**config.mk**
```make
export PLATFORM = sky130hd
export DESIGN_NAME = lsb_first_bit_packer_unit
export DESIGN_NICKNAME = d
export VERILOG_FILES = /design/src/design/lsbp_pkg.sv /design/src/design/lsbp_front.sv /design/src/design/lsbp_queue.sv /design/src/design/lsbp_back.sv /design/src/design/lsb_first_bit_packer_unit.sv
export SDC_FILE = /design/constraint.sdc
export NUM_CORES = 1
export LEC_CHECK = 0
export BUFFER_PORTS_ARGS = -buffer_cell sky130_fd_sc_hd__buf_4
export CORE_MARGIN = 1
export CORE_UTILIZATION = 55
export DETAILED_ROUTE_END_ITERATION = 8
export PLACE_DENSITY = 0.8
export SETUP_SLACK_MARGIN = 0.05
export SYNTH_ARGS = -nofsm -noshare
export SYNTH_HDL_FRONTEND = slang
export SYNTH_SLANG_ARGS = --single-unit
```
**constraint.sdc**
```tcl
create_clock -name clk -period 5.1 [get_ports clk]
set_clock_uncertainty 0.1 [all_clocks]
set_input_delay 1.53 -clock clk [delete_from_list [all_inputs] [get_ports clk]]
set_output_delay 1.53 -clock clk [all_outputs]
set_load 0.02 [all_outputs]
```
**src/design/lsbp_pkg.sv**
```systemverilog
// Shared types and constants for the LSB-first bit packer.
package lsbp_pkg;

	localparam int unsigned VAL_W   = 64;
	localparam int unsigned WIDTH_W = 7;
	localparam int unsigned BYTE_W  = 8;
	localparam int unsigned CNT_W   = 7;
	localparam int unsigned ACC_W   = VAL_W + BYTE_W - 1;

	localparam logic [WIDTH_W-1:0] MAX_WIDTH = WIDTH_W'(VAL_W);
	localparam logic [CNT_W-1:0]   BYTE_CNT  = CNT_W'(BYTE_W);
	localparam logic [CNT_W-1:0]   MAX_CNT   = CNT_W'(ACC_W);

	// One classified item as it travels from the front to the back.
	typedef struct packed {
		logic [VAL_W-1:0]   value;
		logic [WIDTH_W-1:0] width;
		logic               last;
	} item_t;

	// Status the back reports to the top level.
	typedef struct packed {
		logic [CNT_W-1:0] cnt;
	} pack_status_t;

endpackage

```
**src/design/lsbp_front.sv**
```systemverilog
// Front part: accepts input beats, saturates the width and masks the value.
module lsbp_front (
	input  logic [lsbp_pkg::VAL_W-1:0]   value,
	input  logic                         last_value,
	input  logic                         in_valid,
	output logic                         in_stall,
	input  logic [lsbp_pkg::WIDTH_W-1:0] width_cfg,
	input  logic                         q_full,
	output logic                         push,
	output lsbp_pkg::item_t              push_item
);

	logic [lsbp_pkg::WIDTH_W-1:0] w_sat;
	logic [lsbp_pkg::VAL_W-1:0]   mask;

	// Widths above the value size count as the full value.
	always_comb begin
		w_sat = (width_cfg > lsbp_pkg::MAX_WIDTH) ? lsbp_pkg::MAX_WIDTH : width_cfg;
		if (w_sat == lsbp_pkg::MAX_WIDTH) begin
			mask = '1;
		end else begin
			mask = (lsbp_pkg::VAL_W'(1) << w_sat[lsbp_pkg::WIDTH_W-2:0]) - lsbp_pkg::VAL_W'(1);
		end
	end

	// The front takes a beat whenever the queue has room.
	assign in_stall        = q_full;
	assign push            = in_valid && !q_full;
	assign push_item.value = value & mask;
	assign push_item.width = w_sat;
	assign push_item.last  = last_value;

endmodule

```
**src/design/lsbp_queue.sv**
```systemverilog
// Short queue of classified items between the front and the back.
module lsbp_queue #(
	parameter int unsigned DEPTH = 2
) (
	input  logic            clk,
	input  logic            arst_n,
	input  logic            push,
	input  lsbp_pkg::item_t push_item,
	output logic            full,
	input  logic            pop,
	output logic            q_valid,
	output lsbp_pkg::item_t q_item
);

	localparam int unsigned PTR_W = (DEPTH > 1) ? $clog2(DEPTH) : 1;
	localparam int unsigned FILL_W = $clog2(DEPTH + 1);
	localparam logic [PTR_W-1:0] LAST_PTR = PTR_W'(DEPTH - 1);
	localparam logic [FILL_W-1:0] FULL_FILL = FILL_W'(DEPTH);

	lsbp_pkg::item_t  slot_q [DEPTH];
	logic [PTR_W-1:0] wr_ptr_q;
	logic [PTR_W-1:0] rd_ptr_q;
	logic [FILL_W-1:0] fill_q;

	assign full    = (fill_q == FULL_FILL);
	assign q_valid = (fill_q != '0);
	assign q_item  = slot_q[rd_ptr_q];

	// Pointers and fill level.
	always_ff @(posedge clk or negedge arst_n) begin
		if (!arst_n) begin
			wr_ptr_q <= '0;
			rd_ptr_q <= '0;
			fill_q   <= '0;
		end else begin
			if (push) begin
				wr_ptr_q <= (wr_ptr_q == LAST_PTR) ? '0 : wr_ptr_q + PTR_W'(1);
			end
			if (pop) begin
				rd_ptr_q <= (rd_ptr_q == LAST_PTR) ? '0 : rd_ptr_q + PTR_W'(1);
			end
			if (push && !pop) begin
				fill_q <= fill_q + FILL_W'(1);
			end else if (pop && !push) begin
				fill_q <= fill_q - FILL_W'(1);
			end
		end
	end

	// Entry storage.
	always_ff @(posedge clk) begin
		if (push) begin
			slot_q[wr_ptr_q] <= push_item;
		end
	end

endmodule

```
**src/design/lsbp_back.sv**
```systemverilog
// Back part: merges items with the leftover bits and emits one byte per beat.
module lsbp_back (
	input  logic                        clk,
	input  logic                        arst_n,
	input  logic                        q_valid,
	input  lsbp_pkg::item_t             q_item,
	output logic                        pop,
	output logic [lsbp_pkg::BYTE_W-1:0] packed_byte,
	output logic                        last_byte,
	output logic                        out_valid,
	input  logic                        out_stall,
	output lsbp_pkg::pack_status_t      status
);

	logic [lsbp_pkg::ACC_W-1:0]  acc_q;
	logic [lsbp_pkg::CNT_W-1:0]  cnt_q;
	logic                        last_q;
	logic [lsbp_pkg::BYTE_W-1:0] byte_q;
	logic                        lastb_q;
	logic                        out_valid_q;

	logic emit_full;
	logic emit_flush;
	logic out_ready;
	logic do_emit;
	logic idle;
	logic [lsbp_pkg::ACC_W-1:0] acc_load;
	logic [lsbp_pkg::CNT_W-1:0] cnt_load;

	// A full byte goes out while at least eight bits wait; a last item flushes its partial byte.
	always_comb begin
		emit_full  = (cnt_q >= lsbp_pkg::BYTE_CNT);
		emit_flush = !emit_full && last_q && (cnt_q != '0);
		out_ready  = !out_valid_q || !out_stall;
		do_emit    = (emit_full || emit_flush) && out_ready;
		idle       = !emit_full && !emit_flush;
		pop        = idle && q_valid;
		acc_load   = lsbp_pkg::ACC_W'(acc_q[lsbp_pkg::BYTE_W-2:0])
		           | (lsbp_pkg::ACC_W'(q_item.value) << cnt_q[2:0]);
		cnt_load   = lsbp_pkg::CNT_W'(cnt_q[2:0]) + lsbp_pkg::CNT_W'(q_item.width);
	end

	// Accumulator and bit count.
	always_ff @(posedge clk or negedge arst_n) begin
		if (!arst_n) begin
			acc_q  <= '0;
			cnt_q  <= '0;
			last_q <= 1'b0;
		end else if (do_emit) begin
			if (emit_full) begin
				acc_q <= acc_q >> lsbp_pkg::BYTE_W;
				cnt_q <= cnt_q - lsbp_pkg::BYTE_CNT;
			end else begin
				acc_q  <= '0;
				cnt_q  <= '0;
				last_q <= 1'b0;
			end
		end else if (pop) begin
			acc_q  <= acc_load;
			cnt_q  <= cnt_load;
			last_q <= q_item.last;
		end else if (idle) begin
			last_q <= 1'b0;
		end
	end

	// Output register.
	always_ff @(posedge clk or negedge arst_n) begin
		if (!arst_n) begin
			out_valid_q <= 1'b0;
		end else if (do_emit) begin
			out_valid_q <= 1'b1;
		end else if (!out_stall) begin
			out_valid_q <= 1'b0;
		end
	end

	always_ff @(posedge clk) begin
		if (do_emit) begin
			byte_q  <= acc_q[lsbp_pkg::BYTE_W-1:0];
			lastb_q <= emit_flush || (last_q && (cnt_q == lsbp_pkg::BYTE_CNT));
		end
	end

	assign packed_byte = byte_q;
	assign last_byte   = lastb_q;
	assign out_valid   = out_valid_q;
	assign status.cnt  = cnt_q;

endmodule

```
**src/design/lsb_first_bit_packer_unit.sv**
```systemverilog
// Top level of the LSB-first variable-width bit packer.
//
//  Channel | Direction | Handshake           | Payload
//  --------+-----------+---------------------+-------------------------
//  input   | in        | in_valid / in_stall | value[63:0], last_value
//  output  | out       | out_valid/out_stall | packed_byte[7:0], last_byte
//  config  | in        | cfg_we              | cfg_data[6:0] (value_width)
//
// An item of width W joined to C leftover bits is first loaded into the packing
// accumulator, which then gives one output byte per cycle while out_stall is low:
// floor((C+W)/8) bytes, plus one flush byte when a last item leaves a partial byte.
// The back takes no new item from the queue until those bytes have gone out.
// Reset clears the leftover bits, the queue and the output valid flag, and sets
// value_width to 64. The front keeps accepting beats until the queue is full, while
// the back drains; an output stall on a valid byte holds the byte register and
// stops further bytes.
module lsb_first_bit_packer_unit #(
	parameter int unsigned QUEUE_DEPTH = 2
) (
	input  logic                         clk,
	input  logic                         arst_n,
	input  logic                         cfg_we,
	input  logic [lsbp_pkg::WIDTH_W-1:0] cfg_data,
	input  logic [lsbp_pkg::VAL_W-1:0]   value,
	input  logic                         last_value,
	input  logic                         in_valid,
	output logic                         in_stall,
	output logic [lsbp_pkg::BYTE_W-1:0]  packed_byte,
	output logic                         last_byte,
	output logic                         out_valid,
	input  logic                         out_stall
);

	logic [lsbp_pkg::WIDTH_W-1:0] width_q;
	logic                         q_full;
	logic                         push;
	lsbp_pkg::item_t              push_item;
	logic                         pop;
	logic                         q_valid;
	lsbp_pkg::item_t              q_item;
	lsbp_pkg::pack_status_t       status;

	// Width register.
	always_ff @(posedge clk or negedge arst_n) begin
		if (!arst_n) begin
			width_q <= lsbp_pkg::MAX_WIDTH;
		end else if (cfg_we) begin
			width_q <= cfg_data;
		end
	end

	lsbp_front u_front (
		.value      (value),
		.last_value (last_value),
		.in_valid   (in_valid),
		.in_stall   (in_stall),
		.width_cfg  (width_q),
		.q_full     (q_full),
		.push       (push),
		.push_item  (push_item)
	);

	lsbp_queue #(
		.DEPTH (QUEUE_DEPTH)
	) u_queue (
		.clk       (clk),
		.arst_n    (arst_n),
		.push      (push),
		.push_item (push_item),
		.full      (q_full),
		.pop       (pop),
		.q_valid   (q_valid),
		.q_item    (q_item)
	);

	lsbp_back u_back (
		.clk         (clk),
		.arst_n      (arst_n),
		.q_valid     (q_valid),
		.q_item      (q_item),
		.pop         (pop),
		.packed_byte (packed_byte),
		.last_byte   (last_byte),
		.out_valid   (out_valid),
		.out_stall   (out_stall),
		.status      (status)
	);

	// The back never takes an item from an empty queue.
	a_pop_nonempty: assert property (@(posedge clk) disable iff (!arst_n)
		pop |-> q_valid)
		else $error("item taken from an empty queue");

	// An accepted input beat is waiting in the queue on the next cycle.
	a_push_lands: assert property (@(posedge clk) disable iff (!arst_n)
		(in_valid && !in_stall) |=> q_valid)
		else $error("accepted beat did not reach the queue");

	// The accumulator never holds more bits than leftover plus one value.
	a_cnt_bound: assert property (@(posedge clk) disable iff (!arst_n)
		status.cnt <= lsbp_pkg::MAX_CNT)
		else $error("packing accumulator overflow");

endmodule

```
==> results.md, run 1 <==
- Outcome: finished, final reports clean
- Maximum vdd ir drop: 0.473 mV
- H-tree depth: 1
- DIE AREA: 26,000 um2
- Yosys reg bits: 244
- Post-route setup slack: 1.15 ns
- Power per cell area: 620 nW/um2
- # hold bufs at CTS: 0
- Primary FF master, synth: edfxtp_1
- Internal: 6.02 mW
- Worst path required time: 5.31 ns
- Via count: 10,700
- Period utilization: 0.775
- First-pass GRT wire length: 60,600 um
- Io pins: 88
- Slew headroom: 0.339
- Syn_area_per_cell: 11.3 um2
- Warnings from Yosys: 0
- Seq pwr share: 0.346
- Area leader, netlist: edfxtp_1
- Most used cell, CP: nand2_1
- Post-CTS Repair Setup Buffers: 0
- Die Y: 161 um
- Main combinational cell family by area after synthesis: multiplexers
- Sw frac: 0.383
- Number of global-route vias before repair: 10,300
- NetSw: 3.74 mW
- Synth Area in Adders: 0.00682
- Max_cap viols: 0
- Max Clk Rate: 253 MHz
- DP HPWL: 28,300 um
- Layout cell share with drive strength beyond 1: 0.228
- HP Class: flop to flop
- Setup slack at placement: 1.21 ns
- Worst-skew pair later-pin latency: 0.53 ns
- XOR/XNOR Fraction of Synth Area: 0.0144
- Syn nets: 1,321
- Root buffer cell: clkbuf_16
- Cell area after synthesis: 13,900 um2
- Sequential area share after synthesis: 0.493
- Clock sinks: 244
- CP Capture Type: flop
- Setup TNS: 0 ns
- Clock share of power: 0.206
- Post-route minimum period: 3.95 ns
- Post-synthesis async set-or-reset flop share: 0.373
- Post-synth EDFFs: 153
- Maximum clock insertion buffer count: 3
- Worst-path fanout max: 42
- Cell family with most CP delay: simple AND/OR/NAND/NOR gates
- Comb pwr share: 0.448
- Top cell type's share of synthesized area: 0.329
- Post-cts resize count: 0
- Area Overhead vs Synth: 12.8%
- DR vias/cell: 6.59
- Antenna Nets Post-Route: 0
- CP Cell Sequence: inv_2 > nand2_1 > nand2_1 > ha_1 > inv_1 > a221o_1 > or3_1 > nor4_4 > nor3_1 > a211oi_1
- Synth area leaders: edfxtp_1 (33%), dfrtp_1 (16%), mux4_2 (10%)
- Mux cell area share after synthesis: 0.198
- Final-report hold violation count: 0
- Layout Nets: 1,360
- First-pass DRT Iterations: 7
- Crit Path Class: flop to flop
- GRT Total Usage: 0.308
- Initial antenna violation count: 0
- Antenna diodes: 0
- Chip width: 161 um
- Total global routing overflow: 0
- Starting Density: 0.567
- Synth Area in Simple Gates: 0.115
- Gp weighted congestion: 1.05
- Critical Path AT: 4.16 ns
- Rows: 57
- CP Launch Type: flop
- Total Power: 9.76 mW
- Worst Path Buf+Inv: 2
- Most frequent cells in the layout: edfxtp_1 (153), a21oi_1 (139), buf_4 (114)
- CTS buffer count: 27
- Worst path max stage delay: 0.61 ns
- RSZ-0062 raised after global routing: false
- Wirelength per Cell: 24.5 um
- Fin. max-slew vios: 0
- Worst-margin pin slew: 0.991 ns
- DRC: 0
- Commonest non-fill, non-tap cell in the layout: edfxtp_1
- CTS tree: built
- Iter 0 DRT Violations: 1,289
- Worst path slowest cell: dfstp_2
- Largest net degree at the start of global routing: 91
- Worst-path clk slew: 0.06 ns
- Distinct cells, synth: 69
- LEAKAGE: 5.74 nW
- Post-synthesis compound-gate area fraction: 0.137
- Port Buffers: 87
- Final setup violation count: 0
- Core ar.: 24,600 um2
- Synthesized instance count: 1,237
- Total Wirelength: 39,700 um
==> metrics by stage <==
| step | cells | area (um2) | hold WS, ns | utilization |
|---|---|---|---|---|
| 6_report | 1620 | 15700 | 0.353 | 0.640 |
| 3_3_place_gp | 1571 | 14800 | 0.337 | 0.602 |
| 4_1_cts | 1620 | 15700 | 0.360 | 0.640 |
| 2_1_floorplan | 1237 | 14000 | 0.325 | - |
| 3_5_place_dp | 1571 | 14800 | 0.346 | 0.602 |
| 5_1_grt | 1620 | 15700 | 0.366 | 0.640 |
==> cell usage after synthesis (4+ instances only) <==
cell type	count
clkbuf_1	70
a21oi_1	139
buf_2	25
a31oi_1	5
xor2_1	9
nor3_1	47
nand2_1	62
and3_1	8
o31a_1	5
nor3b_1	6
o31ai_1	4
mux2_1	7
a32oi_1	4
o21ai_0	77
a211oi_1	11
nor2b_1	26
nor2_1	100
nor4_1	9
nand4_1	6
o21a_1	18
mux2_2	57
mux2i_1	65
a21boi_1	13
edfxtp_1	153
xnor2_1	14
nand2b_1	8
ha_1	6
dfrtp_1	90
o21ai_1	17
or3_1	6
and2_1	8
buf_1	9
a21o_1	5
nand3_1	15
mux4_2	62
a21boi_0	6
inv_1	16
==> cells by family (layout without fill, tap and decap cells) <==
logic type	Yosys count	count (layout)
mux	191	191
flops	244	244
buf+inv	123	182
xor+xnor	23	23
compound gates	327	327
fa+ha+maj	7	7
simple gates	322	322
==> flip-flops by register name (all words and copies together), names as in the netlist <==
signal and cells:
u_back.acc_q 71, u_back.last_byte 1, u_back.last_q 1, u_back.out_valid 1, u_back.packed_byte 8, u_back.status 7
u_queue.fill_q 2, u_queue.rd_ptr_q 1, u_queue.slot_q 144, u_queue.wr_ptr_q 1, width_q 7
==> layer usage <==
metal | part of all wire | global-route usage | up-vias
met5 | 0 | 0 | -
met4 | 0.038 | 0.117 | 0
met3 | 0.086 | 0.0496 | 99
met2 | 0.47 | 0.490 | 550
met1 | 0.41 | 0.429 | 5285
li1 | - | - | 4745
==> final cells by class <==
type / count / area, um2
Tap cell: 324 / 405
Sequential cell: 244 / 6880
Clock inverter: 15 / 185
Fill cell: 1886 / 8870
Inverter: 19 / 72.6
Multi-Input combinational cell: 870 / 6610
Clock buffer: 34 / 732
Timing Repair Buffer: 114 / 856
==> worst paths after layout <==
path,start,endpoint,slack (ns),depth (start not counted)
min in group asynchronous,arst_n,width_q[3],1.00,1
min reg2reg,u_back.acc_q[4],u_back.packed_byte[4],0.35,0
max in group asynchronous,arst_n,u_back.acc_q[34],2.92,2
max,width_q[6],u_queue.slot_q[1][62],1.15,10
max reg2reg,width_q[6],u_queue.slot_q[1][62],1.15,10
min,u_back.acc_q[4],u_back.packed_byte[4],0.35,0
==> power by group through the flow <==
stage                     registers [mW]  logic (mW)  clock network, mW
final                               3.38        4.37               2.00
after global routing                3.45        4.72               2.11
after CTS                           3.37        4.33               2.04
after detailed placement            3.39        4.29                  0
after global placement              3.35        4.19                  0
after floorplan                     3.14        3.37                  0
No activity file was read; power rests on OpenSTA's default activity.
==> inputs of run 2 (changes only) <==
==> constraint.sdc (replaced) <==
create_clock -name clk -period 4 [get_ports clk]
set_clock_uncertainty 0.1 [all_clocks]
set_input_delay 1.2 -clock clk [delete_from_list [all_inputs] [get_ports clk]]
set_output_delay 1.2 -clock clk [all_outputs]
set_load 0.02 [all_outputs]
==> run 2 against run 1 <==
- largest cell class unchanged
- total power increased by 26%
- cell area rose by 0.12%
- routed wire length is 0.85% higher
- flip-flop and latch count did not move
- die area stayed put
- combinational power up 32%
- sequential share of layout area fell by 0.052 points
- global-route usage is 0.77 points higher
==> results.md, run 2 (synthesized netlist as in run 1, its figures left out) <==
- Worst-path clk slew: 0.06 ns (about the same)
- Area Overhead vs Synth: 13.0%
- LEAKAGE: 5.75 nW (+0.21%)
- Setup slack at placement: 0.685 ns (-0.522 ns)
- HP Class: flop to flop
- Gp weighted congestion: 0.995 (-5.1%)
- Clock sinks: 244 (unchanged)
- Initial antenna violation count: 1 (+1)
- First-pass DRT Iterations: 7 (unchanged)
- Max reg flops: 144 (unchanged)
- Crit Path Class: flop to flop
- Post-route minimum period: 3.39 ns (-0.562 ns)
- Post-route setup slack: 0.610 ns (-0.538 ns)
- Post-CTS Repair Setup Buffers: 0 (unchanged)
- Final-report hold violation count: 0 (unchanged)
- Worst-skew pair later-pin latency: 0.54 ns (about the same)
- Final setup violation count: 0 (unchanged)
- DRC: 0 (unchanged)
- Most frequent cells in the layout: edfxtp_1 (153), a21oi_1 (139), buf_4 (117)
- GRT Total Usage: 0.316 (+0.00771)
- CTS buffer count: 26 (-3.7%)
- Max_cap viols: 0 (unchanged)
- # hold bufs at CTS: 0 (unchanged)
- CTS tree: built
- Power per cell area: 779 nW/um2 (+26%)
- Critical Path AT: 3.61 ns (-0.55 ns)
- CP Launch Type: flop
- Layout Nets: 1,367 (+0.51%)
- Outcome: finished, final reports clean
- Worst path required time: 4.22 ns (-1.09 ns)
- Worst R2R End: u_queue.slot_q[0][58]
- Maximum clock insertion buffer count: 3 (unchanged)
- Root buffer cell: clkbuf_16
- First-pass GRT wire length: 62,400 um (+3.0%)
- Core Util, Final: 0.640 (+0.000763)
- Rows: 57 (unchanged)
- R2R setup slack: 0.61 ns (-0.54 ns)
- R2r startpoint: width_q[6]
- Slew headroom: 0.331 (-0.00846)
- H-tree depth: 1 (unchanged)
- Antenna Nets Post-Route: 0 (unchanged)
- Fin. max-slew vios: 0 (unchanged)
- Reg2reg path depth: 7 (-3)
- Total Wirelength: 40,100 um (+0.85%)
- Port Buffers: 87 (unchanged)
- Maximum vdd ir drop: 0.651 mV (+38%)
- Multi-input combinational cell area: 6610 um2 (unchanged)
- Worst-margin pin slew: 1.00 ns (+0.0127 ns)
- DIE AREA: 26,000 um2 (unchanged)
- Number of global-route vias before repair: 10,600 (+2.6%)
- Io pins: 88 (unchanged)
- Setup TNS: 0 ns (unchanged)
- Die Y: 161 um (unchanged)
- Max Clk Rate: 295 MHz (+17%)
- CP Launch Point: width_q[6]
- CP Capture Point: u_queue.slot_q[0][58]
- WHS: 0.354 ns (+0.000416 ns)
- Largest net degree at the start of global routing: 135 (+48%)
- DP HPWL: 28,400 um (+0.64%)
- Layout cell share with drive strength beyond 1: 0.227 (-0.00182)
- Register Area: 6880 um2 (unchanged)
- Most flops, register: u_queue.slot_q
- Period utilization: 0.847 (+0.0726)
- Commonest non-fill, non-tap cell in the layout: edfxtp_1
- Wirelength per Cell: 24.6 um (+0.42%)
- DR vias/cell: 6.59 (about the same)
- Starting Density: 0.567 (unchanged)
- Fillers: 1,922 (+1.9%)
- Total global routing overflow: 0 (unchanged)
- Worst-path fanout max: 34 (-19%)
- Iter 0 DRT Violations: 1,306 (+1.3%)
- RSZ-0062 raised after global routing: false
- CP Capture Type: flop
- Via count: 10,700 (+0.43%)
- Post-cts resize count: 0 (unchanged)
- Core ar.: 24,600 um2 (unchanged)
- Chip width: 161 um (unchanged)
-- run 2: stage by stage --
step                      instances  cell area [um2]  power [mW]
after floorplan                1237            14000        8.30
after CTS                      1626            15800        12.2
final                          1627            15800        12.3
after global placement         1579            14900        9.69
after global routing           1626            15800        12.9
after detailed placement       1579            14900        9.86
-- run 2: cell type report --
| cell class | count | area share |
|---|---|---|
| antenna | 1 | 0.000159 |
| clock buffer | 41 | 0.0481 |
| clock inverter | 6 | 0.00333 |
| inverter | 19 | 0.00461 |
| multi-input combinational | 870 | 0.419 |
| sequential | 244 | 0.437 |
| tap | 324 | 0.0257 |
| timing repair buffer | 122 | 0.0621 |
-- run 2: worst min-delay path by stage --
stage	startpoint	end	depth (start not counted)
after floorplan	u_back.acc_q[7]	u_back.packed_byte[7]	0
after global placement	u_back.acc_q[2]	u_back.packed_byte[2]	0
after detailed placement	u_back.acc_q[0]	u_back.packed_byte[0]	0
after CTS	u_back.acc_q[0]	u_back.packed_byte[0]	0
after global routing	u_back.acc_q[4]	u_back.packed_byte[4]	0
final	u_back.acc_q[0]	u_back.packed_byte[0]	0
-- run 2: layer usage --
layer	wire (um)	GRT usage
met3	3720	0.0663
met1	16500	0.446
met4	1780	0.127
met2	18100	0.480
met5	0	0
-- run 2: worst max-delay path, cell delays in order, from the launching register on --
cell,delay [ns]
dfstp_2,0.65
buf_4,0.39
or3b_1,0.33
nor3b_1,0.12
or4_1,0.59
nor4_4,0.53
nor3_1,0.11
a211oi_1,0.33
-- run 2: power by group --
| group | switching [mW] | internal, mW | leakage (nW) |
|---|---|---|---|
| registers | 0.535 | 3.65 | 2.50 |
| logic | 3.25 | 2.52 | 2.85 |
| clock network | 0.966 | 1.36 | 0.396 |
